<file path="src/hdl/i2p_pkg.sv">
package i2p_pkg;

	// stack and run limits
	localparam int DEFAULT_STACK_DEPTH = 16;
	localparam int MAX_RUN             = 16;
	localparam int RUN_W               = $clog2(MAX_RUN + 1);

	// characters with a meaning of their own
	localparam logic [7:0] CH_CARET = 8'h5e;
	localparam logic [7:0] CH_STAR  = 8'h2a;
	localparam logic [7:0] CH_SLASH = 8'h2f;
	localparam logic [7:0] CH_PLUS  = 8'h2b;
	localparam logic [7:0] CH_MINUS = 8'h2d;
	localparam logic [7:0] CH_LPAR  = 8'h28;
	localparam logic [7:0] CH_RPAR  = 8'h29;

	// input word
	typedef struct packed {
		logic [7:0] in_char;
		logic       end_mark;
	} i2p_in_t;

	// output word
	typedef struct packed {
		logic [7:0] out_char;
		logic       char_valid;
		logic       run_last;
		logic       expr_done;
		logic       overflow;
	} i2p_out_t;

	// per-cycle command to every stack cell
	typedef struct packed {
		logic push;
		logic pop;
	} stk_ctl_t;

	// precedence level: 0 for anything that is not an arithmetic operator
	function automatic logic [1:0] prec_lvl(input logic [7:0] ch);
		logic [1:0] lvl;
		lvl = 2'd0;
		if (ch == CH_CARET) begin
			lvl = 2'd3;
		end else if (ch == CH_STAR || ch == CH_SLASH) begin
			lvl = 2'd2;
		end else if (ch == CH_PLUS || ch == CH_MINUS) begin
			lvl = 2'd1;
		end
		return lvl;
	endfunction

	// digits and ascii letters
	function automatic logic is_operand(input logic [7:0] ch);
		return (ch >= 8'h30 && ch <= 8'h39) || (ch >= 8'h61 && ch <= 8'h7a) ||
			(ch >= 8'h41 && ch <= 8'h5a);
	endfunction

endpackage

</file>
<file path="src/hdl/i2p_cell.sv">
module i2p_cell
	import i2p_pkg::*;
(
	input  logic       clk,
	input  stk_ctl_t   ctl,
	input  logic [7:0] from_up,
	input  logic [7:0] from_down,
	output logic [7:0] entry
);

	logic [7:0] entry_q;

	// shift toward the bottom on push, toward the top on pop
	always_ff @(posedge clk) begin
		if (ctl.push) begin
			entry_q <= from_up;
		end else if (ctl.pop) begin
			entry_q <= from_down;
		end
	end

	assign entry = entry_q;

endmodule

</file>
<file path="src/hdl/infix_to_postfix_converter.sv">
// Infix to postfix converter (shunting yard).
// Input channel src_*: one word per infix character, or an end marker
// (end_mark set) that flushes the operator stack. Output channel dst_*:
// one word per postfix character; run_last marks the last word caused by
// an input word, expr_done the end of a complete flush, overflow a push
// that was dropped because the stack was full. An end marker on an empty
// stack, or a dropped push with nothing popped, gives one word with
// char_valid low.
// Timing: the input word is latched on acceptance, then the operator
// stack (a chain of shift cells, top at cell 0) does one step per cycle
// unless a stall holds it: one pop and emit, one push, or one discard of
// '('. An operand is emitted directly, an operator popping k entries pops
// and emits them and is then pushed, and an end marker pops and emits the
// stack entries (an empty word on an empty stack). The result sits in an
// output register; the next input word is accepted while it waits.
// A stall on dst_* holds the output register and freezes any step that
// would emit; src_stall stays high until the current word is done.
// Reset empties the stack and the output register.
module infix_to_postfix_converter
	import i2p_pkg::*;
#(
	parameter int STACK_DEPTH = DEFAULT_STACK_DEPTH
) (
	input  logic     clk,
	input  logic     arst_n,
	input  logic     src_valid,
	output logic     src_stall,
	input  i2p_in_t  src_data,
	output logic     dst_valid,
	input  logic     dst_stall,
	output i2p_out_t dst_data
);

	localparam int CW = $clog2(STACK_DEPTH + 1);

	localparam logic ST_IDLE = 1'b0;
	localparam logic ST_BUSY = 1'b1;

	logic             state_q;
	logic [7:0]       ch_q;
	logic             end_q;
	logic [RUN_W-1:0] n_q;
	logic [CW-1:0]    cnt_q;
	logic             out_valid_q;
	i2p_out_t         out_q;

	logic [7:0] cell_data [STACK_DEPTH];
	logic [7:0] top_ch;
	logic [7:0] nxt_ch;
	logic [1:0] p_in;
	logic [1:0] p_top;
	logic [1:0] p_nxt;
	logic       has;
	logic       cnt_one;
	logic       full;
	logic       n_end;
	logic       n_full;
	logic       out_free;
	logic       emit;
	logic       finish;
	logic       go;
	stk_ctl_t   step_ctl;
	stk_ctl_t   ctl;
	i2p_out_t   res;

	// operator stack
	genvar gi;
	generate
		for (gi = 0; gi < STACK_DEPTH; gi++) begin : g_cell
			logic [7:0] up_d;
			logic [7:0] down_d;
			if (gi == 0) begin : g_top
				assign up_d = ch_q;
			end else begin : g_mid
				assign up_d = cell_data[gi-1];
			end
			if (gi == STACK_DEPTH - 1) begin : g_bot
				assign down_d = 8'h00;
			end else begin : g_inner
				assign down_d = cell_data[gi+1];
			end
			i2p_cell u_cell (
				.clk       (clk),
				.ctl       (ctl),
				.from_up   (up_d),
				.from_down (down_d),
				.entry     (cell_data[gi])
			);
		end
	endgenerate

	assign top_ch   = cell_data[0];
	assign nxt_ch   = cell_data[1];
	assign p_in     = prec_lvl(ch_q);
	assign p_top    = prec_lvl(top_ch);
	assign p_nxt    = prec_lvl(nxt_ch);
	assign has      = cnt_q != '0;
	assign cnt_one  = cnt_q == CW'(1);
	assign full     = cnt_q == CW'(STACK_DEPTH);
	assign n_end    = n_q == RUN_W'(MAX_RUN - 1);
	assign n_full   = n_q == RUN_W'(MAX_RUN);
	assign out_free = !out_valid_q || !dst_stall;

	// one step of the current word; run_last looks ahead at the next entry
	always_comb begin
		emit     = 1'b0;
		finish   = 1'b0;
		step_ctl = '0;
		res      = '0;
		if (end_q) begin
			emit = 1'b1;
			if (has) begin
				res.out_char   = top_ch;
				res.char_valid = 1'b1;
				res.run_last   = cnt_one || n_end;
				res.expr_done  = cnt_one;
				step_ctl.pop   = 1'b1;
				finish         = cnt_one || n_end;
			end else begin
				res.run_last  = 1'b1;
				res.expr_done = 1'b1;
				finish        = 1'b1;
			end
		end else if (is_operand(ch_q)) begin
			emit           = 1'b1;
			res.out_char   = ch_q;
			res.char_valid = 1'b1;
			res.run_last   = 1'b1;
			finish         = 1'b1;
		end else if (ch_q == CH_RPAR) begin
			if (has && top_ch != CH_LPAR && !n_full) begin
				emit           = 1'b1;
				res.out_char   = top_ch;
				res.char_valid = 1'b1;
				res.run_last   = cnt_one || nxt_ch == CH_LPAR || n_end;
				step_ctl.pop   = 1'b1;
			end else begin
				step_ctl.pop = has && top_ch == CH_LPAR;
				finish       = 1'b1;
			end
		end else begin
			if (ch_q != CH_LPAR && has && top_ch != CH_LPAR && p_top >= p_in &&
				!n_full) begin
				emit           = 1'b1;
				res.out_char   = top_ch;
				res.char_valid = 1'b1;
				res.run_last   = cnt_one || nxt_ch == CH_LPAR || p_nxt < p_in ||
					n_end;
				step_ctl.pop   = 1'b1;
			end else if (!full) begin
				step_ctl.push = 1'b1;
				finish        = 1'b1;
			end else begin
				emit         = 1'b1;
				res.run_last = 1'b1;
				res.overflow = 1'b1;
				finish       = 1'b1;
			end
		end
	end

	assign go  = (state_q == ST_BUSY) && (!emit || out_free);
	assign ctl = go ? step_ctl : '0;

	// control, run count and stack count
	always_ff @(posedge clk or negedge arst_n) begin
		if (!arst_n) begin
			state_q <= ST_IDLE;
			cnt_q   <= '0;
			n_q     <= '0;
		end else begin
			case (state_q)
				ST_IDLE: begin
					if (src_valid) begin
						state_q <= ST_BUSY;
						n_q     <= '0;
					end
				end
				ST_BUSY: begin
					if (go) begin
						if (finish) begin
							state_q <= ST_IDLE;
						end
						if (step_ctl.pop) begin
							cnt_q <= cnt_q - CW'(1);
						end else if (step_ctl.push) begin
							cnt_q <= cnt_q + CW'(1);
						end
						if (emit) begin
							n_q <= n_q + RUN_W'(1);
						end
					end
				end
				default: begin
					state_q <= ST_IDLE;
				end
			endcase
		end
	end

	// input word latch
	always_ff @(posedge clk) begin
		if (state_q == ST_IDLE && src_valid) begin
			ch_q  <= src_data.in_char;
			end_q <= src_data.end_mark;
		end
	end

	// output register
	always_ff @(posedge clk or negedge arst_n) begin
		if (!arst_n) begin
			out_valid_q <= 1'b0;
		end else if (go && emit) begin
			out_valid_q <= 1'b1;
		end else if (!dst_stall) begin
			out_valid_q <= 1'b0;
		end
	end

	always_ff @(posedge clk) begin
		if (go && emit) begin
			out_q <= res;
		end
	end

	assign src_stall = state_q != ST_IDLE;
	assign dst_valid = out_valid_q;
	assign dst_data  = out_q;

	// checks
	a_cnt_range: assert property (@(posedge clk) disable iff (!arst_n)
		cnt_q <= CW'(STACK_DEPTH))
		else $error("stack count beyond depth");

	a_pop_nonempty: assert property (@(posedge clk) disable iff (!arst_n)
		ctl.pop |-> has)
		else $error("pop from empty stack");

	a_push_room: assert property (@(posedge clk) disable iff (!arst_n)
		ctl.push |=> cnt_q == $past(cnt_q) + CW'(1))
		else $error("push did not grow the stack");

	a_done_last: assert property (@(posedge clk) disable iff (!arst_n)
		dst_valid && (dst_data.expr_done || dst_data.overflow) |-> dst_data.run_last)
		else $error("done or overflow word not marked last");

endmodule

</file>
<file path="config.mk">
export PLATFORM = sky130hd
export DESIGN_NAME = infix_to_postfix_converter
export DESIGN_NICKNAME = d
export VERILOG_FILES = /design/src/hdl/i2p_pkg.sv /design/src/hdl/i2p_cell.sv /design/src/hdl/infix_to_postfix_converter.sv
export SDC_FILE = /design/constraint.sdc
export NUM_CORES = 1
export LEC_CHECK = 0
export ABC_AREA = 1
export CAP_MARGIN = 20
export CORE_MARGIN = 3
export CORE_UTILIZATION = 45
export CTS_CLUSTER_DIAMETER = 60
export DETAILED_ROUTE_END_ITERATION = 10
export DONT_BUFFER_PORTS = 1
export GPL_TIMING_DRIVEN = 0
export HOLD_SLACK_MARGIN = 0.15
export SYNTH_ARGS = -nofsm -noshare
export SYNTH_HDL_FRONTEND = slang
export SYNTH_HIERARCHICAL = 1
export SYNTH_SLANG_ARGS = --single-unit
</file>
<file path="constraint.sdc">
create_clock -name clk -period 4.2 [get_ports clk]
set_clock_uncertainty 0.2 [all_clocks]
set_input_delay 1.05 -clock clk [delete_from_list [all_inputs] [get_ports clk]]
set_output_delay 1.05 -clock clk [all_outputs]
set_load 0.005 [all_outputs]
</file>
; ---- Word level (Yosys, flattened, before mapping)
; Cells that the tools add are included.
[classes]
n_eq_ne = 28
bitwise = 1
magnitude_cmp = 8
n_addsub = 3
mux = 84
reduce_logical = 38
[op_table]
columns = op, n
row1 = 8-bit two-way mux, 32
row2 = "8-bit by 6-bit == test with 1-bit output, second input constant", 15
row3 = 10-bit two-way mux, 4
row4 = 1-bit two-way mux, 30
row5 = 5-bit two-way mux, 5
row6 = "8-bit by 7-bit == test with 1-bit output, second input constant", 3
row7 = 2-bit two-way mux, 9
row8 = 9-bit two-way mux, 2
row9 = "8-bit by 7-bit greater-or-equal comparator with 1-bit output, second input constant", 2
row10 = "8-bit by 7-bit <= comparator with 1-bit output, second input constant", 2
row11 = "8-bit by 6-bit inequality test with 1-bit output, second input constant", 2
row12 = 1-bit logical OR, 15
row13 = 1-bit logical AND, 13
row14 = "5-bit by 1-bit adder with 5-bit output, second input constant", 2
row15 = "5-bit == test, second input constant", 2
row16 = 5-bit one-hot mux with 2 select lines, 1
row17 = "8-bit by 6-bit greater-or-equal comparator with 1-bit output, second input constant", 1
row18 = "8-bit by 6-bit <= comparator with 1-bit output, second input constant", 1
row19 = "2-bit by 1-bit inequality test with 1-bit output, second input constant", 3
row20 = 3-bit AND reduction, 2
row21 = "5-bit by 1-bit == test with 1-bit output, second input constant", 1
row22 = "5-bit by 4-bit == test with 1-bit output, second input constant", 1
row23 = 5-bit nonzero test, 1
row24 = "5-bit by 1-bit subtractor with 5-bit output, second input constant", 1
row25 = other kinds (8), 12
[word_totals]
ff_bits = 161
wordCells = 189
input_bits = 13
output_inout_bits = 14

; ---- Longest topological paths before layout
[depth]
depth_word = 18
mapped_depth = 22
mapped_depth_nobuf = 21

; ---- Cells and area by module
; The synthesis kept the hierarchy.
[modules_own_cells]
columns = mod, n_inst, area_per_inst_um2, seq_area_each_um2, cells_each
row1 = i2p_cell, 16, 351.6, 240.2, 35
row2 = infix_to_postfix_converter, 1, 2409.8, 930.9, 305

; ---- Least setup slack after synthesis
; OpenSTA, ideal clock, no wires.
[synth_path]
path_type = reg-to-reg
from = register ch_q[6]
to = register g_cell[0].u_cell.entry_q[0], enable pin
setup_slack_ns = 0.776
path_stages_with_launch = 21
path_buffers = 1
synth_period_minus_slack_ns = 3.424
setup_ns = 0.329
t_required_ns = 3.671
t_arrival_ns = 2.894
cell_sequence = edfxtp_1 > inv_1 > nor2_1 > nand3_1 > nor4_1 > inv_1 > nand2_1 > ha_1 > inv_1 > nand2_1 > a21oi_1 > nor2_1 > nand2_2 > nand3_2 > nand2_2 > nand2_4 > nand2_4 > nand3_2 > inv_1 > buf_6 > or2_1
[synth_rtl]
columns = item, line_no
row1 = start: declaration, infix_to_postfix_converter.sv:40  ; logic [7:0] ch_q;
row2 = start signal: assignment, infix_to_postfix_converter.sv:204  ; ch_q <= src_data.in_char;
row3 = end signal: assignment, i2p_cell.sv:16  ; entry_q <= from_up;
row4 = end signal: assignment, i2p_cell.sv:18  ; entry_q <= from_down;
row5 = end: declaration, i2p_cell.sv:11  ; logic [7:0] entry_q;

==> impl_summary.log <==
INFO  metric critical_path.endpoint_type = register
INFO  metric power_per_cell_area = 816 nW/um^2
INFO  metric yosysSeqAreaShare = 0.594
INFO  metric initial_core_util = 0.461
INFO  metric fp.dieArea = a little under 20000 um^2
INFO  metric residual_drc_count = 0
INFO  metric synth.ff_latch_count = approximately 160
INFO  metric std_cell_rows = 48
INFO  metric initialDrtViolationCount = just under 400
INFO  metric cts_tree = built
INFO  metric post_synth_num_cell_types = 39
INFO  metric worst_slew_slack_as_a_fraction_of_its_limit = 0.505
INFO  metric ys_async_sr_fraction = 0.0745
INFO  metric design.core.area = 17400 um^2
INFO  metric grt_use_total = 0.177
INFO  metric number_of_fill_cells_in_the_layout = approximately 1700
INFO  metric tightestPinTransition = ~0.74 ns
INFO  metric crit_path_max_fanout = 16
INFO  metric number_of_enable_type_register_cells_in_the_synthesized_netlist = around 150
INFO  metric cts-buffers-inserted = 17
INFO  metric clock_sink_count = between 150 and 200
INFO  metric synth_area = approximately 8000 um^2
INFO  metric clk_pin_slew_worst_paths = 0.06 ns
INFO  metric postLayoutCoreUtil = 0.511
INFO  metric worst-r2r-setup-slack = 0.45 ns
INFO  metric irDropWorstVdd = 371 uV
INFO  metric clock.fmax = 267 MHz
INFO  metric grt_pass1_wl = about 28000 um
INFO  metric critical_path_arrival = roughly 3.6 ns
INFO  metric mapped_avg_cell_area = 9.29 um^2
INFO  metric holdCritPathClass = register to register
INFO  metric overflow = 0
INFO  metric leakagePower = between 3 and 4 nW
INFO  metric cts_buffer_depth = 2
INFO  metric synth-warning-count = 6
INFO  metric vias_in_the_first_global_route = about 5600
INFO  metric antenna-diode-count = 0
INFO  metric timing.final.setup_violations = 0
INFO  metric crit_path_start_kind = register
INFO  metric cap_violations = 0
INFO  metric detail_route.vias_per_cell = between 4 and 5
INFO  metric boundaryPins = 27
INFO  metric routability_driven_placement_congestion_ratio = between 0.9 and 1
INFO  metric syn_inst = 865
INFO  metric mostFrequentLayoutCell = sky130_fd_sc_hd__nand2_1
INFO  metric number_of_antenna_violations_at_the_first_check_in_global_routing = 0
INFO  metric total_power = roughly 7.3 mW
INFO  metric clk_root_buffer_cell = sky130_fd_sc_hd__clkbuf_16
INFO  metric detailed_place_hpwl = 11900 um
INFO  metric totalNegativeSetupSlack = 0 ns
INFO  metric die_h = 140 um
INFO  metric cts_max_level = 4
INFO  metric status = finished, final reports clean
INFO  metric route.vias.total = between 5000 and 6000
INFO  metric unrepaired_setup_endpoints_after_global_routing = false
INFO  metric grt_max_degree = 17
INFO  metric fp.dieW = roughly 140 um
INFO  metric finalCritPeriodShare = 0.892
INFO  metric cp.required = slightly above 4 ns
INFO  metric drt.antenna.violating_nets = 0
INFO  metric report.final.slew_viol_count = 0
INFO  metric post_route_cells_drive_above_1_share = 0.108
INFO  metric area_growth_syn_to_layout = 10.8%
INFO  metric timing.final.crit_period = ~3.7 ns
INFO  metric hold_violations = 0
INFO  metric routed_wirelength = about 16000 um
INFO  metric setup.worst_path.class = register to register
INFO  metric num-nets-final = roughly 900
INFO  metric clk-insertion-delay-late = 0.42 ns
INFO  metric drt-pass1-iter-count = 5
INFO  metric routedWlPerCell = ~15 um
INFO  metric synth-main-ff-cell = sky130_fd_sc_hd__edfxtp_1
INFO  metric placement.io_buffers = 0
INFO  metric most-common-layout-cells = sky130_fd_sc_hd__nand2_1 (453), sky130_fd_sc_hd__edfxtp_1 (149), sky130_fd_sc_hd__inv_1 (43)
[cell type report]
class	count	area [um^2]	share of cell area
Sequential cell	161	4770	0.536
Multi-Input combinational cell	624	2830	0.318
Clock buffer	18	429	0.0482
Tap cell	225	282	0.0316
Inverter	67	260	0.0292
Buffer	20	198	0.0222
Clock inverter	14	98.8	0.0111
Timing Repair Buffer	2	30.0	0.00337
[per-layer routing]
layer | up-vias | part of all wire | track usage
met4 | 0 | 0.0093 | 0.0449
met2 | 73 | 0.48 | 0.287
met3 | 15 | 0.027 | 0.0385
met1 | 2650 | 0.49 | 0.246
met5 | - | 0 | 0
li1 | 2867 | - | -
[power breakdown]
part           internal (mW)  switching, mW
clock network          0.799          0.615
registers               3.06          0.551
logic                  0.708           1.53
[path summary, 6_finish.rpt]
path	startpoint	to	cells past startpoint
worst max-delay path	ch_q[6]	g_cell[14].u_cell/entry[1]	21
worst min-delay path	cnt_q[4]	cnt_q[4]	2
worst max register to register	ch_q[6]	g_cell[14].u_cell/entry[1]	21
worst min register to register	cnt_q[4]	cnt_q[4]	2
max in group asynchronous	arst_n	cnt_q[1]	1
min in group asynchronous	arst_n	src_stall	1
[critical path, stage by stage (launching register included)]
cell	delay, ns
sky130_fd_sc_hd__edfxtp_1	0.44
sky130_fd_sc_hd__inv_1	0.18
sky130_fd_sc_hd__nor2_1	0.16
sky130_fd_sc_hd__nand3_1	0.09
sky130_fd_sc_hd__nor4_1	0.26
sky130_fd_sc_hd__inv_1	0.08
sky130_fd_sc_hd__nand2_1	0.07
sky130_fd_sc_hd__ha_1	0.22
sky130_fd_sc_hd__inv_1	0.05
sky130_fd_sc_hd__nand2_1	0.04
sky130_fd_sc_hd__a21oi_1	0.14
sky130_fd_sc_hd__nor2_1	0.08
sky130_fd_sc_hd__nand2_2	0.11
sky130_fd_sc_hd__nand3_2	0.09
sky130_fd_sc_hd__nand2_2	0.09
sky130_fd_sc_hd__nand2_4	0.07
sky130_fd_sc_hd__nand2_4	0.10
sky130_fd_sc_hd__nand3_2	0.11
sky130_fd_sc_hd__clkinvlp_4	0.11
sky130_fd_sc_hd__buf_12	0.17
sky130_fd_sc_hd__buf_6	0.16
sky130_fd_sc_hd__or2_1	0.38
[registers in the layout, indices dropped and copies added (netlist names)]
signal	count
end_q	1
ch_q	8
dst_data	12
cnt_q	5
n_q	5
dst_valid	1
g_cell.u_cell/entry	128
src_stall	1
[cell families (layout without fill, tap and decap cells)]
logic type               after synthesis  count (layout)  synth area share
AND/OR/NAND/NOR                      554             554             0.293
flip-flops                           161             161             0.594
buffers and inverters                 87             121            0.0565
AO/OA/AOI/OAI                         46              46            0.0339
adder cells (fa/ha/maj)                9               9            0.0140
XOR/XNOR                               7               7           0.00763
other                                  1               8          0.000467
[cell usage after synthesis, types with 9 or more instances]
| library cell | n | area [um^2] |
|---|---|---|
| sky130_fd_sc_hd__nand2_1 | 453 | 1700 |
| sky130_fd_sc_hd__or2_1 | 16 | 100 |
| sky130_fd_sc_hd__ha_1 | 9 | 113 |
| sky130_fd_sc_hd__edfxtp_1 | 149 | 4470 |
| sky130_fd_sc_hd__buf_6 | 16 | 180 |
| sky130_fd_sc_hd__inv_1 | 44 | 165 |
| sky130_fd_sc_hd__a21oi_1 | 10 | 50.1 |
| sky130_fd_sc_hd__o21ai_0 | 15 | 75.1 |
| sky130_fd_sc_hd__dfrtp_1 | 12 | 300 |
| sky130_fd_sc_hd__inv_2 | 22 | 82.6 |
| sky130_fd_sc_hd__nor2_1 | 26 | 97.6 |
| sky130_fd_sc_hd__nand3_1 | 15 | 75.1 |
[through the flow]
step	std cells	hold WS (ns)	area [um^2]	setup WS, ns
after floorplan	872	0.249	8060	0.776
after global placement	1097	0.268	8340	-0.0311
after detailed placement	1097	0.272	8340	0.0000326
after CTS	1130	0.292	8880	0.249
after global routing	1131	0.310	8900	0.00413
final	1131	0.289	8900	0.453
[timing repair]
action | in CTS | in global routing
endpoints found under the hold margin | 12 | 0
setup endpoints to repair | 28 | 128
buffers inserted | 0 | 1
hold buffers | 1 | 0
gates resized for setup | 1 | 0
(Power assumes the default switching activity.)
